### src/sv/laae_pkg.sv
//------------------------------------------------------------------------------
// laae_pkg
// Shared types, constants and the sine table generator of the LED ambient
// effect animator.
//------------------------------------------------------------------------------
`default_nettype none

package laae_pkg;

   localparam int unsigned SINE_TABLE_DEPTH_DEF = 256;
   localparam int unsigned PHASE_BITS_DEF       = 16;

   localparam logic [15:0] Q15_ONE     = 16'd32768;
   localparam logic [63:0] HALF_PI_Q30 = 64'd1686629713;

   localparam int unsigned CSR_INDEX_W = 4;
   localparam int unsigned CSR_DATA_W  = 32;

   localparam logic [CSR_INDEX_W-1:0] REG_AMBIENT_LEVELS   = 4'd0;
   localparam logic [CSR_INDEX_W-1:0] REG_FLOW_SPEEDS      = 4'd1;
   localparam logic [CSR_INDEX_W-1:0] REG_THERMAL_WINDOW   = 4'd2;
   localparam logic [CSR_INDEX_W-1:0] REG_THERMAL_GAIN     = 4'd3;
   localparam logic [CSR_INDEX_W-1:0] REG_SMOOTHING_RATE   = 4'd4;
   localparam logic [CSR_INDEX_W-1:0] REG_OSCILLATOR_RATES = 4'd5;
   localparam logic [CSR_INDEX_W-1:0] REG_AMPLITUDES       = 4'd6;
   localparam logic [CSR_INDEX_W-1:0] REG_BREATHING_ENABLE = 4'd7;

   typedef struct packed {
      logic [31:0]        ambient_levels;
      logic [31:0]        flow_speeds;
      logic [31:0]        thermal_window;
      logic signed [15:0] thermal_gain;
      logic [15:0]        smoothing_rate;
      logic [31:0]        oscillator_rates;
      logic [31:0]        amplitudes;
      logic               breathing_enable;
   } cfg_type;

   // Quarter-wave sine entry in Q1.15, odd Taylor series through x^13 in Q30.
   function automatic logic [15:0] sine_entry(input logic [12:0] idx,
                                              input int unsigned depth_log2);
      logic [63:0]        x;
      logic [63:0]        x2;
      logic [63:0]        term;
      logic [63:0]        r;
      logic signed [65:0] sum;
      x    = (HALF_PI_Q30 * 64'(idx)) >> depth_log2;
      x2   = (x * x) >> 30;
      term = x;
      sum  = $signed({2'b00, x});
      term = ((term * x2) >> 30) / 64'd6;
      sum  = sum - $signed({2'b00, term});
      term = ((term * x2) >> 30) / 64'd20;
      sum  = sum + $signed({2'b00, term});
      term = ((term * x2) >> 30) / 64'd42;
      sum  = sum - $signed({2'b00, term});
      term = ((term * x2) >> 30) / 64'd72;
      sum  = sum + $signed({2'b00, term});
      term = ((term * x2) >> 30) / 64'd110;
      sum  = sum - $signed({2'b00, term});
      term = ((term * x2) >> 30) / 64'd156;
      sum  = sum + $signed({2'b00, term});
      if (sum < 0) begin
         sum = '0;
      end
      r = (sum[63:0] + 64'd16384) >> 15;
      if (r > 64'(Q15_ONE)) begin
         r = 64'(Q15_ONE);
      end
      return r[15:0];
   endfunction

endpackage

`default_nettype wire

### src/sv/laae_ifs.sv
//------------------------------------------------------------------------------
// laae channel interfaces
// Valid/ready channels for frame words, result words and register writes.
//------------------------------------------------------------------------------
`default_nettype none

interface laae_req_if;
   logic               valid;
   logic               ready;
   logic signed [16:0] activity_level;
   logic               activity_valid;
   logic signed [15:0] temperature;
   logic               temperature_valid;
   logic signed [16:0] elapsed_time;
   modport source (output valid, activity_level, activity_valid, temperature,
                   temperature_valid, elapsed_time, input ready);
   modport sink   (input valid, activity_level, activity_valid, temperature,
                   temperature_valid, elapsed_time, output ready);
endinterface

interface laae_rsp_if;
   logic        valid;
   logic        ready;
   logic [15:0] ambient_intensity;
   logic [15:0] warmth_level;
   logic [15:0] flow_angle;
   logic [15:0] pulse_level;
   modport source (output valid, ambient_intensity, warmth_level, flow_angle,
                   pulse_level, input ready);
   modport sink   (input valid, ambient_intensity, warmth_level, flow_angle,
                   pulse_level, output ready);
endinterface

interface laae_csr_if;
   logic                              valid;
   logic                              ready;
   logic [laae_pkg::CSR_INDEX_W-1:0] index;
   logic [laae_pkg::CSR_DATA_W-1:0]  data;
   modport source (output valid, index, data, input ready);
   modport sink   (input valid, index, data, output ready);
endinterface

`default_nettype wire

### src/sv/laae_mul.sv
//------------------------------------------------------------------------------
// laae_mul
// Shared 32x32 unsigned multiplier with a registered product.
//------------------------------------------------------------------------------
`default_nettype none

module laae_mul (
   input  wire logic        clock,
   input  wire logic [31:0] op_a,
   input  wire logic [31:0] op_b,
   output logic      [63:0] prod_ff
);

   logic [63:0] prod_in;

   assign prod_in = 64'(op_a) * 64'(op_b);

   always_ff @(posedge clock) begin
      prod_ff <= prod_in;
   end

endmodule

`default_nettype wire

### src/sv/laae_core.sv
//------------------------------------------------------------------------------
// laae_core
// Sequencer and datapath: restoring divider for the thermal position, then a
// fixed program of multiplies through the shared multiplier.
//------------------------------------------------------------------------------
`default_nettype none

module laae_core #(
   parameter int unsigned SINE_TABLE_DEPTH = laae_pkg::SINE_TABLE_DEPTH_DEF,
   parameter int unsigned PHASE_BITS       = laae_pkg::PHASE_BITS_DEF
) (
   input  wire logic              clock,
   input  wire logic              reset,
   input  wire laae_pkg::cfg_type cfg,
   laae_req_if.sink               req,
   laae_rsp_if.source             rsp
);

   localparam int unsigned DB = $clog2(SINE_TABLE_DEPTH);
   localparam int unsigned QB = PHASE_BITS - 2;
   localparam int unsigned SH = 28 - PHASE_BITS;

   localparam logic [4:0] ST_IDLE = 5'd0;
   localparam logic [4:0] ST_DIV  = 5'd1;
   localparam logic [4:0] ST_M1   = 5'd2;
   localparam logic [4:0] ST_M2   = 5'd3;
   localparam logic [4:0] ST_M3   = 5'd4;
   localparam logic [4:0] ST_M4   = 5'd5;
   localparam logic [4:0] ST_M5   = 5'd6;
   localparam logic [4:0] ST_M6   = 5'd7;
   localparam logic [4:0] ST_M7   = 5'd8;
   localparam logic [4:0] ST_M8   = 5'd9;
   localparam logic [4:0] ST_M9   = 5'd10;
   localparam logic [4:0] ST_M10  = 5'd11;
   localparam logic [4:0] ST_M11  = 5'd12;
   localparam logic [4:0] ST_M12  = 5'd13;
   localparam logic [4:0] ST_M13  = 5'd14;
   localparam logic [4:0] ST_M14  = 5'd15;
   localparam logic [4:0] ST_M15  = 5'd16;
   localparam logic [4:0] ST_M16  = 5'd17;
   localparam logic [4:0] ST_M17  = 5'd18;
   localparam logic [4:0] ST_M18  = 5'd19;
   localparam logic [4:0] ST_M19  = 5'd20;
   localparam logic [4:0] ST_M20  = 5'd21;
   localparam logic [4:0] ST_M21  = 5'd22;
   localparam logic [4:0] ST_OUT  = 5'd23;

   localparam logic [1:0] T_ZERO = 2'd0;
   localparam logic [1:0] T_FULL = 2'd1;
   localparam logic [1:0] T_QUO  = 2'd2;

   typedef logic [15:0] rom_type [SINE_TABLE_DEPTH];

   function automatic rom_type build_rom();
      rom_type rom;
      for (int i = 0; i < int'(SINE_TABLE_DEPTH); i++) begin
         rom[i] = laae_pkg::sine_entry(13'(i), DB);
      end
      return rom;
   endfunction

   localparam rom_type SINE_ROM = build_rom();

   function automatic logic [17:0] rnd15(input logic [33:0] v);
      logic [33:0] s;
      s = v + 34'd16384;
      return s[32:15];
   endfunction

   logic [4:0]  state_ff, state_in;
   logic [3:0]  div_cnt_ff;
   logic [15:0] a_ff, dt_ff, span_ff, rem_ff, t_ff;
   logic [14:0] quo_ff;
   logic [1:0]  t_mode_ff;
   logic        act_ok_ff, warm_en_ff, primed_ff, brn_neg_ff;
   logic [15:0] s_a_ff, warm_t_ff, amb_t_ff, k_ff, pamp_ff;
   logic [15:0] eased_amb_ff, eased_warm_ff;
   logic [16:0] term_ff;
   logic [32:0] acc_ff;
   logic [PHASE_BITS-1:0] flow_ff, breathe_ff, pulse_ff;
   logic [15:0] out_amb_ff, out_warm_ff, out_pulse_ff;
   logic [63:0] prod_ff;
   logic [31:0] op_a, op_b;

   logic signed [15:0] lo, hi;
   logic signed [16:0] span_s, num_s;
   logic [16:0] rem2;
   logic [33:0] lerp_sum;
   logic [17:0] lerp_rnd;
   logic [17:0] prod_rnd;
   logic [46:0] smooth_sum;
   logic [22:0] k_raw;
   logic [15:0] k_sat;
   logic [PHASE_BITS-1:0] step;
   logic [PHASE_BITS-1:0] sin_ph;
   logic [QB+DB-1:0] idx_full;
   logic [DB-1:0]    idx;
   logic [DB-1:0]    idx_mir;
   logic [15:0]      sin_mag;
   logic [15:0]      wave;
   logic signed [17:0] amb_sum;

   laae_mul u_mul (.clock(clock), .op_a(op_a), .op_b(op_b), .prod_ff(prod_ff));

   assign lo       = $signed(cfg.thermal_window[15:0]);
   assign hi       = $signed(cfg.thermal_window[31:16]);
   assign span_s   = 17'(hi) - 17'(lo);
   assign num_s    = 17'(req.temperature) - 17'(lo);
   assign rem2     = {rem_ff, 1'b0};
   assign lerp_sum = 34'(acc_ff) + 34'(prod_ff[32:0]);
   assign lerp_rnd = rnd15(lerp_sum);
   assign prod_rnd = rnd15(prod_ff[33:0]);
   assign smooth_sum = prod_ff[46:0] + 47'(1 << 29);
   assign k_raw    = prod_ff[31:9];
   assign k_sat    = (k_raw > 23'(laae_pkg::Q15_ONE)) ? laae_pkg::Q15_ONE : k_raw[15:0];
   assign step     = prod_ff[SH +: PHASE_BITS];

   // Quarter-wave lookup; the mirrored index equal to the depth reads one.
   assign sin_ph   = (state_ff == ST_M19) ? breathe_ff : pulse_ff;
   assign idx_full = (QB+DB)'({sin_ph[QB-1:0], {DB{1'b0}}} >> QB);
   assign idx      = idx_full[DB-1:0];
   assign idx_mir  = DB'(SINE_TABLE_DEPTH - 32'(idx));
   always_comb begin
      if (!sin_ph[PHASE_BITS-2]) begin
         sin_mag = SINE_ROM[idx];
      end else if (idx == '0) begin
         sin_mag = laae_pkg::Q15_ONE;
      end else begin
         sin_mag = SINE_ROM[idx_mir];
      end
   end

   // Pulse wave is (sin + 1) / 2 on the Q1.15 scale.
   assign wave = sin_ph[PHASE_BITS-1] ? 16'((17'd32768 - 17'(sin_mag)) >> 1)
                                      : 16'((17'd32768 + 17'(sin_mag)) >> 1);

   always_comb begin
      op_a = '0;
      op_b = '0;
      unique case (state_ff)
         ST_M1:  begin op_a = 32'(a_ff); op_b = 32'(a_ff); end
         ST_M2:  begin op_a = prod_ff[31:0]; op_b = 32'(17'd98304 - {a_ff, 1'b0}); end
         ST_M3:  begin op_a = 32'(t_ff); op_b = 32'(t_ff); end
         ST_M4:  begin op_a = prod_ff[31:0]; op_b = 32'(17'd98304 - {t_ff, 1'b0}); end
         ST_M5:  begin
            op_a = 32'(smooth_sum[45:30]);
            op_b = (cfg.thermal_gain > $signed(17'(laae_pkg::Q15_ONE)))
                   ? 32'(laae_pkg::Q15_ONE) : 32'(cfg.thermal_gain[15:0]);
         end
         ST_M6:  begin
            op_a = 32'(cfg.ambient_levels[15:0]);
            op_b = 32'(laae_pkg::Q15_ONE - s_a_ff);
         end
         ST_M7:  begin op_a = 32'(cfg.ambient_levels[31:16]); op_b = 32'(s_a_ff); end
         ST_M8:  begin op_a = 32'(cfg.smoothing_rate); op_b = 32'(dt_ff); end
         ST_M9:  begin op_a = 32'(eased_amb_ff); op_b = 32'(laae_pkg::Q15_ONE - k_sat); end
         ST_M10: begin op_a = 32'(amb_t_ff); op_b = 32'(k_ff); end
         ST_M11: begin op_a = 32'(eased_warm_ff); op_b = 32'(laae_pkg::Q15_ONE - k_ff); end
         ST_M12: begin op_a = 32'(warm_t_ff); op_b = 32'(k_ff); end
         ST_M13: begin
            op_a = 32'(cfg.flow_speeds[15:0]);
            op_b = 32'(laae_pkg::Q15_ONE - a_ff);
         end
         ST_M14: begin op_a = 32'(cfg.flow_speeds[31:16]); op_b = 32'(a_ff); end
         ST_M15: begin op_a = 32'(lerp_rnd[15:0]); op_b = 32'(dt_ff); end
         ST_M16: begin op_a = 32'(cfg.oscillator_rates[15:0]); op_b = 32'(dt_ff); end
         ST_M17: begin op_a = 32'(cfg.oscillator_rates[31:16]); op_b = 32'(dt_ff); end
         ST_M18: begin op_a = 32'(cfg.amplitudes[31:16]); op_b = 32'(a_ff); end
         ST_M19: begin op_a = 32'(sin_mag); op_b = 32'(cfg.amplitudes[15:0]); end
         ST_M20: begin op_a = 32'(pamp_ff); op_b = 32'(wave); end
         default: begin op_a = '0; op_b = '0; end
      endcase
   end

   always_comb begin
      state_in = state_ff;
      unique case (state_ff)
         ST_IDLE: if (req.valid) state_in = ST_DIV;
         ST_DIV:  if (div_cnt_ff == 4'd14) state_in = ST_M1;
         ST_M21:  state_in = ST_OUT;
         ST_OUT:  if (rsp.ready) state_in = ST_IDLE;
         default: state_in = state_ff + 5'd1;
      endcase
   end

   assign amb_sum = brn_neg_ff ? (18'(eased_amb_ff) - 18'(term_ff))
                               : (18'(eased_amb_ff) + 18'(term_ff));

   always_ff @(posedge clock) begin
      if (reset) begin
         state_ff      <= ST_IDLE;
         primed_ff     <= 1'b0;
         eased_amb_ff  <= '0;
         eased_warm_ff <= '0;
         flow_ff       <= '0;
         breathe_ff    <= '0;
         pulse_ff      <= '0;
      end else begin
         state_ff <= state_in;
         unique case (state_ff)
            ST_M11: eased_amb_ff <= primed_ff ? lerp_rnd[15:0] : amb_t_ff;
            ST_M13: begin
               eased_warm_ff <= primed_ff ? lerp_rnd[15:0] : warm_t_ff;
               primed_ff     <= 1'b1;
            end
            ST_M16: flow_ff    <= flow_ff + step;
            ST_M17: breathe_ff <= breathe_ff + step;
            ST_M18: pulse_ff   <= pulse_ff + step;
            default: ;
         endcase
      end
   end

   always_ff @(posedge clock) begin
      unique case (state_ff)
         ST_IDLE: begin
            act_ok_ff <= req.activity_valid;
            if (!req.activity_valid || req.activity_level[16]) begin
               a_ff <= '0;
            end else if (req.activity_level > $signed(17'(laae_pkg::Q15_ONE))) begin
               a_ff <= laae_pkg::Q15_ONE;
            end else begin
               a_ff <= req.activity_level[15:0];
            end
            dt_ff      <= req.elapsed_time[16] ? '0 : req.elapsed_time[15:0];
            warm_en_ff <= req.temperature_valid && (cfg.thermal_gain > 0) && (hi > lo);
            span_ff    <= span_s[15:0];
            rem_ff     <= num_s[15:0];
            quo_ff     <= '0;
            div_cnt_ff <= '0;
            if (num_s <= 0) begin
               t_mode_ff <= T_ZERO;
            end else if (num_s >= span_s) begin
               t_mode_ff <= T_FULL;
            end else begin
               t_mode_ff <= T_QUO;
            end
         end
         ST_DIV: begin
            div_cnt_ff <= div_cnt_ff + 4'd1;
            if (rem2 >= 17'(span_ff)) begin
               rem_ff <= 16'(rem2 - 17'(span_ff));
               quo_ff <= {quo_ff[13:0], 1'b1};
            end else begin
               rem_ff <= rem2[15:0];
               quo_ff <= {quo_ff[13:0], 1'b0};
            end
         end
         ST_M1: begin
            case (t_mode_ff)
               T_ZERO:  t_ff <= '0;
               T_FULL:  t_ff <= laae_pkg::Q15_ONE;
               default: t_ff <= {1'b0, quo_ff};
            endcase
         end
         ST_M3:  s_a_ff <= smooth_sum[45:30];
         ST_M6:  warm_t_ff <= warm_en_ff ? prod_rnd[15:0] : '0;
         ST_M7:  acc_ff <= prod_ff[32:0];
         ST_M8:  amb_t_ff <= act_ok_ff ? lerp_rnd[15:0] : cfg.ambient_levels[15:0];
         ST_M9:  k_ff <= k_sat;
         ST_M10: acc_ff <= prod_ff[32:0];
         ST_M12: acc_ff <= prod_ff[32:0];
         ST_M14: acc_ff <= prod_ff[32:0];
         ST_M19: begin
            pamp_ff    <= prod_rnd[15:0];
            brn_neg_ff <= sin_ph[PHASE_BITS-1];
         end
         ST_M20: begin
            term_ff <= (cfg.breathing_enable && cfg.amplitudes[15:0] != '0)
                       ? prod_rnd[16:0] : '0;
         end
         ST_M21: begin
            out_warm_ff <= eased_warm_ff;
            if (amb_sum < 0) begin
               out_amb_ff <= '0;
            end else if (amb_sum > $signed(18'(laae_pkg::Q15_ONE))) begin
               out_amb_ff <= laae_pkg::Q15_ONE;
            end else begin
               out_amb_ff <= amb_sum[15:0];
            end
            out_pulse_ff <= (prod_rnd > 18'(laae_pkg::Q15_ONE))
                            ? laae_pkg::Q15_ONE : prod_rnd[15:0];
         end
         default: ;
      endcase
   end

   assign req.ready = (state_ff == ST_IDLE);
   assign rsp.valid = (state_ff == ST_OUT);
   assign rsp.ambient_intensity = out_amb_ff;
   assign rsp.warmth_level      = out_warm_ff;
   assign rsp.pulse_level       = out_pulse_ff;

   generate
      if (PHASE_BITS >= 16) begin : g_flow_down
         assign rsp.flow_angle = flow_ff[PHASE_BITS-1 -: 16];
      end else begin : g_flow_up
         assign rsp.flow_angle = {flow_ff, {(16-PHASE_BITS){1'b0}}};
      end
   endgenerate

endmodule

`default_nettype wire

### src/sv/led_ambient_effect_animator_unit.sv
//------------------------------------------------------------------------------
// led_ambient_effect_animator_unit
// Frame-rate ambient, warmth, flow and pulse animator for an LED strip.
//
//   channel   dir   handshake      word
//   req_chan  in    valid/ready    activity, temperature, elapsed time
//   rsp_chan  out   valid/ready    ambient, warmth, flow angle, pulse
//   csr_chan  in    valid/ready    register index and write data
//
// After a word is accepted the block runs 15 divider steps for the thermal
// position, then the multiply steps of the one shared multiplier.
// The result waits in its output registers until taken, and the block takes
// no new word meanwhile.
// Reset (synchronous, active high) clears the registers, phases and eased state.
// Register writes are always taken.
//------------------------------------------------------------------------------
`default_nettype none

module led_ambient_effect_animator_unit #(
   parameter int unsigned SINE_TABLE_DEPTH = laae_pkg::SINE_TABLE_DEPTH_DEF,
   parameter int unsigned PHASE_BITS       = laae_pkg::PHASE_BITS_DEF
) (
   input wire logic   clock,
   input wire logic   reset,
   laae_req_if.sink   req_chan,
   laae_rsp_if.source rsp_chan,
   laae_csr_if.sink   csr_chan
);

   laae_pkg::cfg_type cfg_ff;

   assign csr_chan.ready = 1'b1;

   always_ff @(posedge clock) begin
      if (reset) begin
         cfg_ff <= '0;
      end else if (csr_chan.valid) begin
         unique case (csr_chan.index)
            laae_pkg::REG_AMBIENT_LEVELS:   cfg_ff.ambient_levels   <= csr_chan.data;
            laae_pkg::REG_FLOW_SPEEDS:      cfg_ff.flow_speeds      <= csr_chan.data;
            laae_pkg::REG_THERMAL_WINDOW:   cfg_ff.thermal_window   <= csr_chan.data;
            laae_pkg::REG_THERMAL_GAIN:     cfg_ff.thermal_gain     <= csr_chan.data[15:0];
            laae_pkg::REG_SMOOTHING_RATE:   cfg_ff.smoothing_rate   <= csr_chan.data[15:0];
            laae_pkg::REG_OSCILLATOR_RATES: cfg_ff.oscillator_rates <= csr_chan.data;
            laae_pkg::REG_AMPLITUDES:       cfg_ff.amplitudes       <= csr_chan.data;
            laae_pkg::REG_BREATHING_ENABLE: cfg_ff.breathing_enable <= csr_chan.data[0];
            default: ;
         endcase
      end
   end

   laae_core #(
      .SINE_TABLE_DEPTH(SINE_TABLE_DEPTH),
      .PHASE_BITS(PHASE_BITS)
   ) u_core (
      .clock(clock),
      .reset(reset),
      .cfg(cfg_ff),
      .req(req_chan),
      .rsp(rsp_chan)
   );

endmodule

`default_nettype wire

### src/flat_wrapper.sv
// flat-port wrapper written by rule: the top's interface ports become plain ports
module led_ambient_effect_animator_unit_flat 
#(
   parameter int unsigned SINE_TABLE_DEPTH = laae_pkg::SINE_TABLE_DEPTH_DEF,
   parameter int unsigned PHASE_BITS       = laae_pkg::PHASE_BITS_DEF
)
  (clock, reset, req_chan_valid, req_chan_activity_level, req_chan_activity_valid, req_chan_temperature, req_chan_temperature_valid, req_chan_elapsed_time, req_chan_ready, rsp_chan_valid, rsp_chan_ambient_intensity, rsp_chan_warmth_level, rsp_chan_flow_angle, rsp_chan_pulse_level, rsp_chan_ready, csr_chan_valid, csr_chan_index, csr_chan_data, csr_chan_ready);
  laae_req_if req_chan_i ();
  laae_rsp_if rsp_chan_i ();
  laae_csr_if csr_chan_i ();
  input wire logic clock;
  input wire logic reset;
  input wire logic [$bits(req_chan_i.valid)-1:0] req_chan_valid;
  input wire logic [$bits(req_chan_i.activity_level)-1:0] req_chan_activity_level;
  input wire logic [$bits(req_chan_i.activity_valid)-1:0] req_chan_activity_valid;
  input wire logic [$bits(req_chan_i.temperature)-1:0] req_chan_temperature;
  input wire logic [$bits(req_chan_i.temperature_valid)-1:0] req_chan_temperature_valid;
  input wire logic [$bits(req_chan_i.elapsed_time)-1:0] req_chan_elapsed_time;
  output wire logic [$bits(req_chan_i.ready)-1:0] req_chan_ready;
  output wire logic [$bits(rsp_chan_i.valid)-1:0] rsp_chan_valid;
  output wire logic [$bits(rsp_chan_i.ambient_intensity)-1:0] rsp_chan_ambient_intensity;
  output wire logic [$bits(rsp_chan_i.warmth_level)-1:0] rsp_chan_warmth_level;
  output wire logic [$bits(rsp_chan_i.flow_angle)-1:0] rsp_chan_flow_angle;
  output wire logic [$bits(rsp_chan_i.pulse_level)-1:0] rsp_chan_pulse_level;
  input wire logic [$bits(rsp_chan_i.ready)-1:0] rsp_chan_ready;
  input wire logic [$bits(csr_chan_i.valid)-1:0] csr_chan_valid;
  input wire logic [$bits(csr_chan_i.index)-1:0] csr_chan_index;
  input wire logic [$bits(csr_chan_i.data)-1:0] csr_chan_data;
  output wire logic [$bits(csr_chan_i.ready)-1:0] csr_chan_ready;
  assign req_chan_i.valid = req_chan_valid;
  assign req_chan_i.activity_level = req_chan_activity_level;
  assign req_chan_i.activity_valid = req_chan_activity_valid;
  assign req_chan_i.temperature = req_chan_temperature;
  assign req_chan_i.temperature_valid = req_chan_temperature_valid;
  assign req_chan_i.elapsed_time = req_chan_elapsed_time;
  assign req_chan_ready = req_chan_i.ready;
  assign rsp_chan_valid = rsp_chan_i.valid;
  assign rsp_chan_ambient_intensity = rsp_chan_i.ambient_intensity;
  assign rsp_chan_warmth_level = rsp_chan_i.warmth_level;
  assign rsp_chan_flow_angle = rsp_chan_i.flow_angle;
  assign rsp_chan_pulse_level = rsp_chan_i.pulse_level;
  assign rsp_chan_i.ready = rsp_chan_ready;
  assign csr_chan_i.valid = csr_chan_valid;
  assign csr_chan_i.index = csr_chan_index;
  assign csr_chan_i.data = csr_chan_data;
  assign csr_chan_ready = csr_chan_i.ready;
  led_ambient_effect_animator_unit #(.SINE_TABLE_DEPTH(SINE_TABLE_DEPTH), .PHASE_BITS(PHASE_BITS)) u_core (.clock(clock), .reset(reset), .req_chan(req_chan_i), .rsp_chan(rsp_chan_i), .csr_chan(csr_chan_i));
endmodule
### config.mk
export PLATFORM = sky130hd
export DESIGN_NAME = led_ambient_effect_animator_unit_flat
export DESIGN_NICKNAME = d
export VERILOG_FILES = /design/src/sv/laae_pkg.sv /design/src/sv/laae_ifs.sv /design/src/sv/laae_mul.sv /design/src/sv/laae_core.sv /design/src/sv/led_ambient_effect_animator_unit.sv /design/src/flat_wrapper.sv
export SDC_FILE = /design/constraint.sdc
export NUM_CORES = 2
export LEC_CHECK = 0
export ABC_AREA = 1
export BUFFER_PORTS_ARGS = -buffer_cell sky130_fd_sc_hd__buf_2
export CAP_MARGIN = 25
export CORE_ASPECT_RATIO = 2
export CORE_MARGIN = 2
export CORE_UTILIZATION = 60
export CTS_CLUSTER_SIZE = 30
export DETAILED_ROUTE_END_ITERATION = 12
export HOLD_SLACK_MARGIN = 0.15
export PLACE_DENSITY = 0.75
export SYNTH_ARGS = -nofsm -noshare
export SYNTH_HDL_FRONTEND = slang
export SYNTH_SLANG_ARGS = --single-unit
### constraint.sdc
create_clock -name clock -period 28 [get_ports clock]
set_clock_uncertainty 0.15 [all_clocks]
set_input_delay 1.4 -clock clock [delete_from_list [all_inputs] [get_ports clock]]
set_output_delay 1.4 -clock clock [all_outputs]
set_load 0.1 [all_outputs]
==> impl_metrics.py, run 1 <==
metrics = {
    "clock_tree": {
        "ctsResizeCount": 0,
        "clock-sinks": 605,
        "cts_buffers": 49,
        "ctsHoldBuffers": 0,
        "root_buffer": "clkbuf_16",
        "h-tree-depth": 2,
        "clock_tree.buffer_depth": 3,
        "postCtsSetupRepairBufs": 0,
    },
    "logic_synthesis": {
        "ys_ff_latch": 605,
        "synthTopCellsByArea": "fa_1 (21%), edfxtp_1 (13%), dfxtp_1 (10%)",
        "syn_nets": 9680,
        "synthCells": 8531,
        "synth_top_area_share_pct": 20.8,
        "synthFlopType": "dfxtp_1",
        "yosysTopAreaCell": "fa_1",
        "synth_edf_count": 280,
        "async_reset_ff_share_pct": 0,
        "yosysSeqAreaShare_pct": 23.3,
        "ys_types": 64,
        "avgSynthCellArea_um2": 7.51,
        "ys_warn_count": 0,
        "synth.cell_area_um2": 64100,
    },
    "floorplanning": {
        "die-width_um": 235,
        "start_util_pct": 60.5,
        "pin_count": 160,
        "rows": 169,
        "die_h_um": 466,
    },
    "global_routing": {
        "grt_pass1_wl_um": 525000,
        "grt_start_max_net_pins": 130,
        "gr-total-overflow": 239,
        "grt_use_total_pct": 66.0,
        "first_global_vias": 71400,
    },
    "status": {
        "status": "did not finish",
        "firstError": "[ERROR GRT-0116] Global routing finished with congestion. Check the congestion regions in the DRC Viewer.",
        "lastStage": "global routing",
    },
    "placement": {
        "port_buffers": 158,
        "place_inst": 9854,
        "dp_hpwl_um": 246000,
        "placed_cell_area_um2": 66200,
        "gp_congestion": 1.20,
    },
}
==> layer usage <==
metal	track usage [%]	GRT overflow
met1	62.0	0
met5	8.08	0
met3	38.4	2
met4	77.3	91
met2	92.0	146
==> cell usage after synthesis (56+ instances only) <==
cell type  instances
a21oi_1          441
nand2_1         1623
buf_2             78
a221oi_1          73
nand4_1           59
nand3_1          519
dfxtp_1          325
nor2_1          1062
xor2_1           158
fa_1             665
xnor2_1           57
edfxtp_1         280
nor3_1            56
inv_1           1496
o21ai_0          556
clkbuf_1         199
ha_1             391
==> cell families after synthesis <==
family,Yosys count,share of synthesized area (%)
fa+ha+maj,1056,28.4
flops,605,23.3
xor+xnor,215,2.94
mux,1,0.0176
simple gates,3430,22.0
other cells,1,0.00585
compound gates,1346,12.0
buf+inv,1877,11.4
==> metrics by stage <==
| stage | worst slack (ns) | hold slack [ns] |
|---|---|---|
| after floorplan | 16.72 | 0.258 |
| after global placement | 11.58 | 0.285 |
| after detailed placement | 12.00 | 0.292 |
| after CTS | 11.90 | 0.302 |
==> inputs of run 2 (changes only) <==
- CORE_ASPECT_RATIO: 2 -> not set
- CORE_UTILIZATION: 60 -> 40
- CTS_CLUSTER_SIZE: 30 -> not set
- HOLD_SLACK_MARGIN: 0.15 -> not set
- PLACE_DENSITY: 0.75 -> not set
- PLACE_DENSITY_LB_ADDON: not set -> 0.15
==> impl_metrics.py, run 2 <==
metrics = {
    "status": {
        "status": "complete, no violations",
    },
    "floorplanning": {
        "rows": 146,
        "die-width_um": 404,
        "dieArea_um2": 163000,
        "coreArea_um2": 159000,
        "pin_count": 160,
        "start_util_pct": 40.4,
        "die_h_um": 404,
    },
    "route": {
        "via_per_inst": 5.67,
        "ant_nets": 0,
        "wl_met1_um": 113000,
        "drt-initial-drc-count": 7544,
        "vias": 60500,
        "wl_met3_um": 25300,
        "dr.pass1.iters": 6,
        "routedWlPerCell_um": 25.3,
        "wl_um": 270000,
        "route.detailed.drc": 0,
        "topRoutingLayerUsed": "met5",
        "wl_met2_um": 117000,
    },
    "logic_synthesis": {
        "ys_ff_latch": 605,
        "synth.cell_area_um2": 64100,
        "ys_warn_count": 0,
        "syn_nets": 9680,
        "synth_common_cells": "nand2_1 (1623), inv_1 (1496), nor2_1 (1062), fa_1 (665), o21ai_0 (556)",
        "ys_types": 64,
        "synth_edf_count": 280,
        "synthFlopType": "dfxtp_1",
        "synth_top_area_share_pct": 20.8,
        "synthTopCellsByArea": "fa_1 (21%), edfxtp_1 (13%), dfxtp_1 (10%)",
        "synthCells": 8531,
        "yosysTopAreaCell": "fa_1",
        "avgSynthCellArea_um2": 7.51,
        "synthMostInstantiatedCell": "nand2_1",
        "async_reset_ff_share_pct": 0,
        "yosysSeqAreaShare_pct": 23.3,
    },
    "clock_tree": {
        "root_buffer": "clkbuf_16",
        "cts_tree": "done",
        "clock_tree.buffer_depth": 3,
        "postCtsSetupRepairBufs": 0,
        "clk_pin_slew_ns": 0.07,
        "clock-sinks": 605,
        "cts_buffers": 59,
        "clk_latency_ns": 0.68,
        "h-tree-depth": 2,
        "ctsResizeCount": 0,
        "ctsHoldBuffers": 0,
    },
    "final_layout": {
        "drive_gt1_share_pct": 6.06,
        "nets": 9694,
        "fill_cells": 16400,
        "finalNonFillerCells": 10700,
        "reg_top3": "u_core.cfg_ff: 193 flops, u_core.u_core.u_mul.prod_ff: 46 flops, u_core.u_core.acc_ff: 31 flops",
        "final_common_cell": "nand2_1",
        "largest_register_ffs": 193,
        "syn2layout_area_growth_pct": 7.92,
        "layout_common_cells": "nand2_1 (1619), inv_1 (1494), nor2_1 (1049)",
        "largest-register": "u_core.cfg_ff",
    },
    "worst_setup_path": {
        "r2r_cells": 60,
        "required_ns": 28.42,
        "slowest_delay_ns": 1.03,
        "cp_data_arrival_time_ns": 16.07,
        "r2r_end": "u_core.u_core.u_mul.prod_ff[41]",
        "path_delay_family": "adder cells",
        "crit_path_end_kind": "register",
        "cp_num_cells": 60,
        "r2r_setup_slack_ns": 12.34,
        "cp-startpoint": "u_core.u_core.state_ff[0]",
        "r2r-start": "u_core.u_core.state_ff[0]",
        "cp-start-kind": "register",
        "cp_slowest_cell": "inv_1",
        "cp_max_fo": 33,
        "path_class": "reg2reg",
        "crit_path_end": "u_core.u_core.u_mul.prod_ff[41]",
        "crit_buf_inv": 11,
        "crit_top_cell": "nand2_1",
    },
    "timing": {
        "worst_pin_slew_ns": 1.17,
        "clock.fmax_mhz": 63.9,
        "hold_viol_final": 0,
        "min_period_ns": 15.66,
        "finalCritPeriodShare_pct": 55.9,
        "relSlewSlack_pct": 22.0,
        "setup_tns_ns": 0,
        "rsz0062_at_grt": "no",
        "setup_viol": 0,
        "slew_violations": 0,
        "hold_ws_ns": 0.299,
    },
    "power": {
        "ir_drop_mv": 0.0594,
        "p_per_area_nw_per_um2": 66.4,
        "power_leakage_nw": 32.7,
    },
    "hold_path": {
        "hold_class": "reg2reg",
    },
    "placement": {
        "place_inst": 10600,
        "dp_hpwl_um": 210000,
        "gp_congestion": 1.01,
        "port_buffers": 158,
    },
    "global_routing": {
        "antenna_found_initial": 12,
        "grt_start_max_net_pins": 110,
        "grt_pass1_wl_um": 395000,
        "first_global_vias": 58800,
        "gr-total-overflow": 0,
        "grt_use_total_pct": 32.6,
    },
    "job": {
        "cap_violations": 0,
    },
}
run 2: logic make-up (layout without fill, tap and decap cells):
group	after synthesis	in the layout	synth area share, %
fa+ha+maj	1056	1056	28.4
flops	605	605	23.3
compound gates	1346	1346	12.0
xor+xnor	215	215	2.94
buf+inv	1877	1942	11.4
mux	1	1	0.0176
simple gates	3430	3430	22.0
other cells	1	4	0.00585
run 2: stage by stage:
step,power (mW),worst slack (ns),utilization [%],area [um2]
finish,4.60,12.34,43.6,69200
global route,4.86,11.47,43.6,69200
CTS,4.54,12.66,43.5,69100
detailed placement,3.67,12.68,42.2,67100
global placement,3.67,12.85,42.2,67000
floorplan,2.75,16.72,-,64100
run 2: power by group:
group          internal, mW  leakage [nW]  switching, mW
combinational         0.693          26.4           1.84
clock                 0.465          1.02          0.402
sequential             1.08          5.30          0.115
total                  2.24          32.7           2.36
run 2: area by class of cell:
cell class / instances / area, um2 / area share, %
multi-input cells: 6049 / 42000 / 60.7
well taps: 2072 / 2590 / 3.75
flip-flops and latches: 605 / 14900 / 21.6
clock buffers: 78 / 1750 / 2.52
clock inverters: 34 / 308 / 0.445
repair buffers: 291 / 1830 / 2.64
inverters: 1539 / 5780 / 8.35
diodes: 3 / 7.51 / 0.0109
run 2: tightest hold or removal path, stage by stage, from the launching register on:
cell     delay [ns]
dfxtp_1        0.31
inv_1          0.05
a21oi_1        0.05
run 2: routing by layer:
metal	vias to the layer above	track usage (%)
li1	27100	-
met1	29600	45.4
met2	3252	49.7
met3	566	5.39
met4	4	14.4
met5	-	0
run 2: how the worst min path moves through the flow:
stage,cells after the start,to,startpoint
after floorplan,0,u_core.u_core.rsp.warmth_level[10],u_core.u_core.eased_warm_ff[10]
after global placement,2,u_core.cfg_ff[188],u_core.cfg_ff[188]
after detailed placement,2,u_core.cfg_ff[184],u_core.cfg_ff[184]
after CTS,2,u_core.cfg_ff[184],u_core.cfg_ff[184]
after global routing,2,u_core.cfg_ff[191],u_core.cfg_ff[191]
final,2,u_core.cfg_ff[184],u_core.cfg_ff[184]
(Power assumes the default switching activity.)
